`config.mk`:
```
export PLATFORM = sky130hd
export DESIGN_NAME = sik_wheel
export DESIGN_NICKNAME = d
export VERILOG_FILES = /design/src/hdl/sik_pkg.sv /design/src/hdl/sik_wheel.sv
export SDC_FILE = /design/constraint.sdc
export NUM_CORES = 2
export LEC_CHECK = 0
export BUFFER_PORTS_ARGS = -buffer_cell sky130_fd_sc_hd__buf_2
export CORE_MARGIN = 2
export CORE_UTILIZATION = 40
export CTS_CLUSTER_SIZE = 8
export DETAILED_ROUTE_END_ITERATION = 10
export PLACE_DENSITY = 0.58
export SYNTH_ARGS = -nofsm -noshare
export SYNTH_HDL_FRONTEND = slang
export SYNTH_SLANG_ARGS = --single-unit
```
`constraint.sdc`:
```
create_clock -name clk -period 10.75 [get_ports clk]
set_clock_uncertainty 0.2 [all_clocks]
set_input_delay 1.075 -clock clk [delete_from_list [all_inputs] [get_ports clk]]
set_output_delay 1.075 -clock clk [all_outputs]
set_load 0.05 [all_outputs]
```
`src/hdl/sik_pkg.sv`:
```
// Shared types and constants for the swerve inverse kinematics block.
// No dependencies; imported by sik_wheel and swerve_inverse_kinematics.
`default_nettype none

package sik_pkg;

  localparam logic signed [15:0] PI_Q13      = 16'sd25736;
  localparam logic signed [15:0] HALF_PI_Q13 = 16'sd12868;
  localparam logic signed [15:0] NINETY_LO   = 16'sd12797;
  localparam logic signed [15:0] NINETY_HI   = 16'sd12939;
  localparam logic signed [15:0] FOLD_LIMIT  = 16'sd12944;

  localparam logic [1:0] REG_MAX_RPM     = 2'd0;
  localparam logic [1:0] REG_SPEED_SCALE = 2'd1;
  localparam logic [1:0] REG_HALF_TRACK  = 2'd2;

  typedef struct packed {
    logic signed [37:0] p;
    logic signed [37:0] q;
  } sik_vec_t;

  typedef struct packed {
    logic signed [15:0] angle;
    logic signed [15:0] speed;
  } sik_res_t;

  function automatic logic [23:0] atan_entry(input logic [4:0] i);
    logic [23:0] v;
    case (i)
      5'd0:    v = 24'd13176795;
      5'd1:    v = 24'd7778716;
      5'd2:    v = 24'd4110060;
      5'd3:    v = 24'd2086331;
      5'd4:    v = 24'd1047214;
      5'd5:    v = 24'd524117;
      5'd6:    v = 24'd262123;
      5'd7:    v = 24'd131069;
      5'd8:    v = 24'd65536;
      5'd9:    v = 24'd32768;
      5'd10:   v = 24'd16384;
      5'd11:   v = 24'd8192;
      5'd12:   v = 24'd4096;
      5'd13:   v = 24'd2048;
      5'd14:   v = 24'd1024;
      5'd15:   v = 24'd512;
      5'd16:   v = 24'd256;
      5'd17:   v = 24'd128;
      5'd18:   v = 24'd64;
      5'd19:   v = 24'd32;
      5'd20:   v = 24'd16;
      5'd21:   v = 24'd8;
      5'd22:   v = 24'd4;
      5'd23:   v = 24'd2;
      default: v = 24'd0;
    endcase
    return v;
  endfunction

endpackage

`default_nettype wire

```
`src/hdl/sik_wheel.sv`:
```
// Per-wheel speed and steering angle from one (p, q) vector, one wheel at a time.
// Serial CORDIC, bit-serial squaring and square root; depends on sik_pkg.
`default_nettype none

module sik_wheel
  import sik_pkg::*;
(
  input  logic        clk,
  input  logic        rst_n,
  input  logic        start,
  input  sik_vec_t    vec,
  input  logic [14:0] max_rpm,
  output logic        done,
  output sik_res_t    res
);

  typedef enum logic [5:0] {
    W_IDLE = 6'b000001,
    W_NORM = 6'b000010,
    W_CORD = 6'b000100,
    W_SQ   = 6'b001000,
    W_SQRT = 6'b010000,
    W_FIN  = 6'b100000
  } wst_t;

  wst_t               state_r;
  logic               p_neg_r, q_neg_r, zero_r, huge_r;
  logic [36:0]        ap_r, aq_r, ax_r, ay_r;
  logic signed [33:0] cx_r, cy_r;
  logic signed [26:0] z_r;
  logic [4:0]         cnt_r;
  logic [27:0]        mp_r, mq_r;
  logic [56:0]        acc_r, r_r, bit_r;
  logic signed [15:0] held_r;
  logic               done_r;
  sik_res_t           res_r;

  logic [37:0]        ap_c, aq_c;
  logic [36:0]        m_c;
  logic signed [33:0] sx_c, sy_c;
  logic signed [26:0] tab_c;
  logic [56:0]        trial_c;
  logic [26:0]        zc_c;
  logic [26:0]        zr_c;
  logic [13:0]        fa_c;
  logic signed [15:0] raw_c, th_c, ath_c, fold_c;
  logic               neg_c;
  logic [29:0]        rnd_c;
  logic [14:0]        smag_c;
  logic [55:0]        sqp_c, sqq_c;

  assign done = done_r;
  assign res  = res_r;

  always_comb begin
    ap_c    = vec.p[37] ? 38'(-vec.p) : vec.p;
    aq_c    = vec.q[37] ? 38'(-vec.q) : vec.q;
    m_c     = (ax_r > ay_r) ? ax_r : ay_r;
    sx_c    = cx_r >>> cnt_r;
    sy_c    = cy_r >>> cnt_r;
    tab_c   = $signed({3'b000, atan_entry(cnt_r)});
    trial_c = r_r + bit_r;
    sqp_c   = mp_r[27] ? {28'd0, ap_r[27:0]} : 56'd0;
    sqq_c   = mq_r[27] ? {28'd0, aq_r[27:0]} : 56'd0;

    zc_c = z_r[26] ? 27'd0 : 27'(z_r);
    zr_c = (zc_c + 27'd1024) >> 11;
    if (aq_r == 37'd0) begin
      fa_c = 14'd0;
    end else if (ap_r == 37'd0) begin
      fa_c = 14'(HALF_PI_Q13);
    end else if (zr_c > 27'(HALF_PI_Q13)) begin
      fa_c = 14'(HALF_PI_Q13);
    end else begin
      fa_c = zr_c[13:0];
    end

    raw_c = $signed({2'b00, fa_c});
    if (p_neg_r) raw_c = PI_Q13 - raw_c;
    if (q_neg_r) raw_c = -raw_c;
    if (zero_r) raw_c = 16'sd0;

    neg_c = (raw_c >= NINETY_LO && raw_c <= NINETY_HI) || p_neg_r;
    th_c  = zero_r ? held_r : raw_c;
    ath_c = th_c[15] ? -th_c : th_c;
    if (ath_c >= NINETY_LO && ath_c <= NINETY_HI) begin
      fold_c = -HALF_PI_Q13;
    end else if (ath_c >= FOLD_LIMIT) begin
      fold_c = th_c[15] ? th_c + PI_Q13 : th_c - PI_Q13;
    end else begin
      fold_c = th_c;
    end

    rnd_c = {1'b0, r_r[28:0]} + 30'd2048;
    if (huge_r || rnd_c[29:12] > {3'b000, max_rpm}) begin
      smag_c = max_rpm;
    end else begin
      smag_c = rnd_c[26:12];
    end
  end

  always_ff @(posedge clk) begin
    if (!rst_n) begin
      state_r <= W_IDLE;
      held_r  <= 16'sd0;
      done_r  <= 1'b0;
    end else begin
      done_r <= 1'b0;
      unique case (state_r)
        W_IDLE: begin
          if (start) begin
            p_neg_r <= vec.p[37];
            q_neg_r <= vec.q[37];
            ap_r    <= ap_c[36:0];
            aq_r    <= aq_c[36:0];
            ax_r    <= ap_c[36:0];
            ay_r    <= aq_c[36:0];
            zero_r  <= (ap_c == 38'd0) && (aq_c == 38'd0);
            huge_r  <= (ap_c[36:28] != 9'd0) || (aq_c[36:28] != 9'd0);
            mp_r    <= ap_c[27:0];
            mq_r    <= aq_c[27:0];
            acc_r   <= 57'd0;
            cnt_r   <= 5'd0;
            if (ap_c == 38'd0 || aq_c == 38'd0) begin
              state_r <= ((ap_c[36:28] != 9'd0) || (aq_c[36:28] != 9'd0)) ? W_FIN : W_SQ;
            end else begin
              state_r <= W_NORM;
            end
          end
        end
        W_NORM: begin
          if (m_c[36:30] != 7'd0) begin
            ax_r <= ax_r >> 1;
            ay_r <= ay_r >> 1;
          end else if (!m_c[29]) begin
            ax_r <= ax_r << 1;
            ay_r <= ay_r << 1;
          end else begin
            cx_r    <= $signed({4'b0000, ax_r[29:0]});
            cy_r    <= $signed({4'b0000, ay_r[29:0]});
            z_r     <= 27'sd0;
            cnt_r   <= 5'd0;
            state_r <= W_CORD;
          end
        end
        W_CORD: begin
          if (!cy_r[33]) begin
            cx_r <= cx_r + sy_c;
            cy_r <= cy_r - sx_c;
            z_r  <= z_r + tab_c;
          end else begin
            cx_r <= cx_r - sy_c;
            cy_r <= cy_r + sx_c;
            z_r  <= z_r - tab_c;
          end
          if (cnt_r == 5'd23) begin
            cnt_r   <= 5'd0;
            state_r <= huge_r ? W_FIN : W_SQ;
          end else begin
            cnt_r <= cnt_r + 5'd1;
          end
        end
        W_SQ: begin
          acc_r <= {acc_r[55:0], 1'b0} + {1'b0, sqp_c} + {1'b0, sqq_c};
          mp_r  <= {mp_r[26:0], 1'b0};
          mq_r  <= {mq_r[26:0], 1'b0};
          if (cnt_r == 5'd27) begin
            cnt_r   <= 5'd0;
            r_r     <= 57'd0;
            bit_r   <= {1'b1, 56'd0};
            state_r <= W_SQRT;
          end else begin
            cnt_r <= cnt_r + 5'd1;
          end
        end
        W_SQRT: begin
          if (acc_r >= trial_c) begin
            acc_r <= acc_r - trial_c;
            r_r   <= (r_r >> 1) + bit_r;
          end else begin
            r_r <= r_r >> 1;
          end
          bit_r <= bit_r >> 2;
          if (cnt_r == 5'd28) begin
            state_r <= W_FIN;
          end else begin
            cnt_r <= cnt_r + 5'd1;
          end
        end
        W_FIN: begin
          if (!zero_r) held_r <= raw_c;
          res_r.angle <= fold_c;
          res_r.speed <= neg_c ? -$signed({1'b0, smag_c}) : $signed({1'b0, smag_c});
          done_r      <= 1'b1;
          state_r     <= W_IDLE;
        end
        default: state_r <= W_IDLE;
      endcase
    end
  end

  a_start_when_idle: assert property (@(posedge clk) disable iff (!rst_n)
    start |-> (state_r == W_IDLE)) else $error("wheel start while busy");

  a_done_after_fin: assert property (@(posedge clk) disable iff (!rst_n)
    done_r |-> ($past(state_r) == W_FIN)) else $error("wheel done without finish");

  a_sqrt_from_square: assert property (@(posedge clk) disable iff (!rst_n)
    (state_r == W_SQRT) |-> !huge_r) else $error("square root on saturated vector");

endmodule

`default_nettype wire

```
==> Implementation_results.wiki <==
{| class="wikitable"
! Metric !! Value
|-
| Number of setup violations in the final report || 0
|-
| Clock latency of the later-clocked register in the worst-skew pair || 0.67 ns
|-
| Via Count || 39800
|-
| Most repeated cell in the gate-level netlist after synthesis || sky130_fd_sc_hd__nor2_1
|-
| Number of H-tree levels || 3
|-
| Post-detailed-route DRC marker count || 0
|-
| Setup repair after global routing missed its margin || false
|-
| Area of all placed cells without fillers || 50800 um2
|-
| Synthesis-stage register bit count || 530
|-
| Boundary pin count || 127
|-
| Avg WL per Cell || 20.8 um
|-
| Die span in x || 345 um
|-
| Final worst-path cycle share || 86.3%
|-
| Arrival @ worst endpoint || 9.46 ns
|-
| Highest clock frequency the design can meet || 108 MHz
|-
| # resized after CTS || 0
|-
| Maximum fanout count along the critical path || 24
|-
| Number of enable flip-flop cells after synthesis || 483
|-
| Post-synthesis cell count || 5199
|-
| Port Buffers || 126
|-
| Max transition margin || 12.4%
|-
| Logic gate share of total power || 39.7%
|-
| Synth Warn # || 0
|-
| Area of the core || 115000 um2
|-
| CP max stage cell || sky130_fd_sc_hd__edfxtp_1
|-
| Synth top cells by count || sky130_fd_sc_hd__nor2_1, sky130_fd_sc_hd__nand2_1, sky130_fd_sc_hd__edfxtp_1
|-
| Slowest Stage Delay on Critical Path || 0.68 ns
|-
| Detailed router's first-iteration violation count || 3358
|-
| GRT Residual Overflow || 0
|-
| Crit path required time || 10.93 ns
|-
| Post-synth ARST share || 0%
|-
| DR pass1 iterations || 6
|-
| Vias/cell || 5.87
|-
| Launching element type of the critical path || flop
|-
| Number of distinct standard cells referenced by the synthesized netlist || 117
|-
| Leakage Power || 20.1 nW
|-
| Ranking of synthesized cells by area || sky130_fd_sc_hd__edfxtp_1, sky130_fd_sc_hd__ha_1, sky130_fd_sc_hd__xnor2_1
|-
| Average cell area after synthesis || 8.93 um2
|-
| Max Buffers Root-to-Sink || 3
|-
| Area Overhead vs Synth || 9.40%
|-
| Clk pwr share || 27.7%
|-
| Number of hold violations in the final report || 0
|-
| Setup TNS || 0 ns
|-
| Root Buffer || sky130_fd_sc_hd__clkbuf_16
|-
| Hold-fix buffers, CTS || 0
|-
| Largest net degree at the start of global routing || 99
|-
| Peak supply drop || 116 uV
|-
| CP bufs+invs || 2
|-
| Measured slew at the worst slew-check pin || 1.30 ns
|-
| Share of post-route cells with drive strength above 1 || 8.90%
|-
| Cell internal power dissipation || 0.00518 W
|-
| MaxCap Viol Count || 0
|-
| Initial cell density of the core || 40.5%
|-
| CTS tree || built
|-
| Net load switching power || 0.00313 W
|-
| Power after layout || 0.00831 W
|-
| Die Span Y || 345 um
|-
| Number of global-route vias before repair || 38100
|-
| Number of rows in the core area || 124
|-
| Post-synth top area cell || sky130_fd_sc_hd__edfxtp_1
|-
| Post-detailed-placement half-perimeter wirelength || 107000 um
|-
| Nets in the synthesized netlist || 5645
|-
| Worst path top cell family by delay || simple AND/OR/NAND/NOR gates
|-
| Category of the critical setup timing path || reg2reg
|-
| Number of buffers created by CTS || 78
|-
| Total global routing track utilization || 23.4%
|-
| Number of max-slew violations in the final report || 0
|-
| Number of nets in the layout || 5681
|-
| Sequential Power Share || 32.5%
|-
| Area enclosed by the die boundary || 119000 um2
|-
| Placer congestion estimate || 0.941
|-
| CTS sink cnt || 530
|-
| Setup crit end kind || flop
|-
| Initial antenna violation count || 2
|-
| Clock transition time at the flip-flop clock pins of the worst setup and hold paths || 0.05 ns
|-
| Placed inst area || 48600 um2
|-
| Routed Wire Length || 141000 um
|-
| Primary FF master, synth || sky130_fd_sc_hd__edfxtp_1
|-
| Remaining antenna violation count || 0
|-
| Global-route wire length before repair || 219000 um
|-
| Sequential area share after synthesis || 33.3%
|-
| Netlist Area Pre-Place || 46400 um2
|-
| Sw Ratio || 37.7%
|-
| Tmin final || 9.28 ns
|-
| Class of the tightest hold or removal check || reg2reg
|-
| Portion of synthesized cell area occupied by the leading cell type || 31.2%
|-
| Run status || finished, final reports clean
|-
| Setup repair bufs after CTS || 0
|-
| Pwr dens || 164 nW/um2
|}
-- through the flow --
step,util (%),std cells,worst slack [ns],hold slack [ns]
final,44.3,6774,1.47,0.258
after global routing,44.3,6772,0.745,0.276
after global placement,42.4,6667,1.81,0.244
after CTS,44.3,6772,1.60,0.260
after detailed placement,42.4,6667,1.65,0.253
after floorplan,-,5199,0.491,0.231
-- worst register-to-register path: cells and delay by family (launching register included) --
family / cells / cell delay [ns]
AOI/OAI and AO/OA: 11 / 2.47
xor gates and xnor gates: 2 / 0.41
adders and majority gates: 3 / 0.90
buffers and inverters: 2 / 0.30
DFF: 1 / 0.68
muxes: 1 / 0.47
and+or+nand+nor: 13 / 3.61
-- power groups by stage --
stage / Clock, W / Combinational [W] / Sequential, W
after global placement: 0 / 0.00324 / 0.00274
after global routing: 0.00243 / 0.00368 / 0.00273
final: 0.00231 / 0.00330 / 0.00271
after detailed placement: 0 / 0.00326 / 0.00274
after CTS: 0.00236 / 0.00329 / 0.00271
after floorplan: 0 / 0.00251 / 0.00268
-- layout by cell type (no fill, tap or decap), types with 30 or more instances in the layout --
cell	instances
sky130_fd_sc_hd__a21oi_1	361
sky130_fd_sc_hd__nand2b_1	61
sky130_fd_sc_hd__dfxtp_1	47
sky130_fd_sc_hd__o21a_1	35
sky130_fd_sc_hd__nor4_1	56
sky130_fd_sc_hd__mux2i_1	125
sky130_fd_sc_hd__or3_1	41
sky130_fd_sc_hd__o22ai_1	47
sky130_fd_sc_hd__ha_1	319
sky130_fd_sc_hd__a31oi_1	89
sky130_fd_sc_hd__a211oi_1	70
sky130_fd_sc_hd__fa_1	33
sky130_fd_sc_hd__xnor2_1	275
sky130_fd_sc_hd__nand3_1	97
sky130_fd_sc_hd__clkbuf_16	79
sky130_fd_sc_hd__edfxtp_1	483
sky130_fd_sc_hd__a21o_1	106
sky130_fd_sc_hd__and3_1	61
sky130_fd_sc_hd__o31ai_1	35
sky130_fd_sc_hd__o21bai_1	50
sky130_fd_sc_hd__nor3_1	95
sky130_fd_sc_hd__xor2_1	210
sky130_fd_sc_hd__mux2_2	30
sky130_fd_sc_hd__mux4_2	55
sky130_fd_sc_hd__o21ai_0	331
sky130_fd_sc_hd__nand2_1	494
sky130_fd_sc_hd__buf_4	45
sky130_fd_sc_hd__buf_2	126
sky130_fd_sc_hd__nor2b_1	61
sky130_fd_sc_hd__inv_1	184
sky130_fd_sc_hd__and2_1	129
sky130_fd_sc_hd__nand4_1	50
sky130_fd_sc_hd__nor2_1	586
-- area by class of cell --
type | instances | area [um2]
fillers | 11200 | 63900
multi-input cells | 4259 | 29500
flip-flops and latches | 530 | 15400
clock buffers | 93 | 2040
well taps | 1512 | 1890
repair buffers | 172 | 988
inverters | 194 | 729
clock inverters | 12 | 164
diodes | 2 | 5.00
-- final timing paths --
check / depth (start not counted) / endpoint / slack, ns / startpoint
worst max-delay path: 32 / res[30]$_SDFFCE_PP1P_ / 1.47 / z_r[26]$_SDFFCE_PN0P_
worst min-delay path: 2 / held_r[4]$_SDFFE_PN0P_ / 0.26 / held_r[4]$_SDFFE_PN0P_
worst max register to register: 32 / res[30]$_SDFFCE_PP1P_ / 1.47 / z_r[26]$_SDFFCE_PN0P_
worst min register to register: 2 / held_r[4]$_SDFFE_PN0P_ / 0.26 / held_r[4]$_SDFFE_PN0P_
-- per-layer routing --
layer	global-route usage, %	vias to the layer above	routed length [um]
met5	0	-	0
met4	7.36	0	4140
met3	2.67	221	8560
met2	37.8	1293	64600
met1	32.7	19100	63600
li1	-	19200	-
-- cell families after synthesis --
kind of cell | Yosys count | synth area share (%)
compound gates | 1349 | 18.7
xor+xnor | 488 | 9.28
fa+ha+maj | 352 | 10.0
buf+inv | 410 | 3.36
flops | 530 | 33.3
mux | 212 | 6.14
simple gates | 1858 | 19.2
-- state kept, by name, indices dropped and copies added (netlist names), 6 cells and up --
register and flops:
r_r 57, acc_r 57, ax_r 37, mq_r 28
cx_r 34, mp_r 28, z_r 27, ap_r 37
ay_r 37, cy_r 34, res 32, state_r 6
held_r 16, aq_r 37, bit_r 29, tab_c 24
Note: power is estimated with default switching activity, not from simulation.
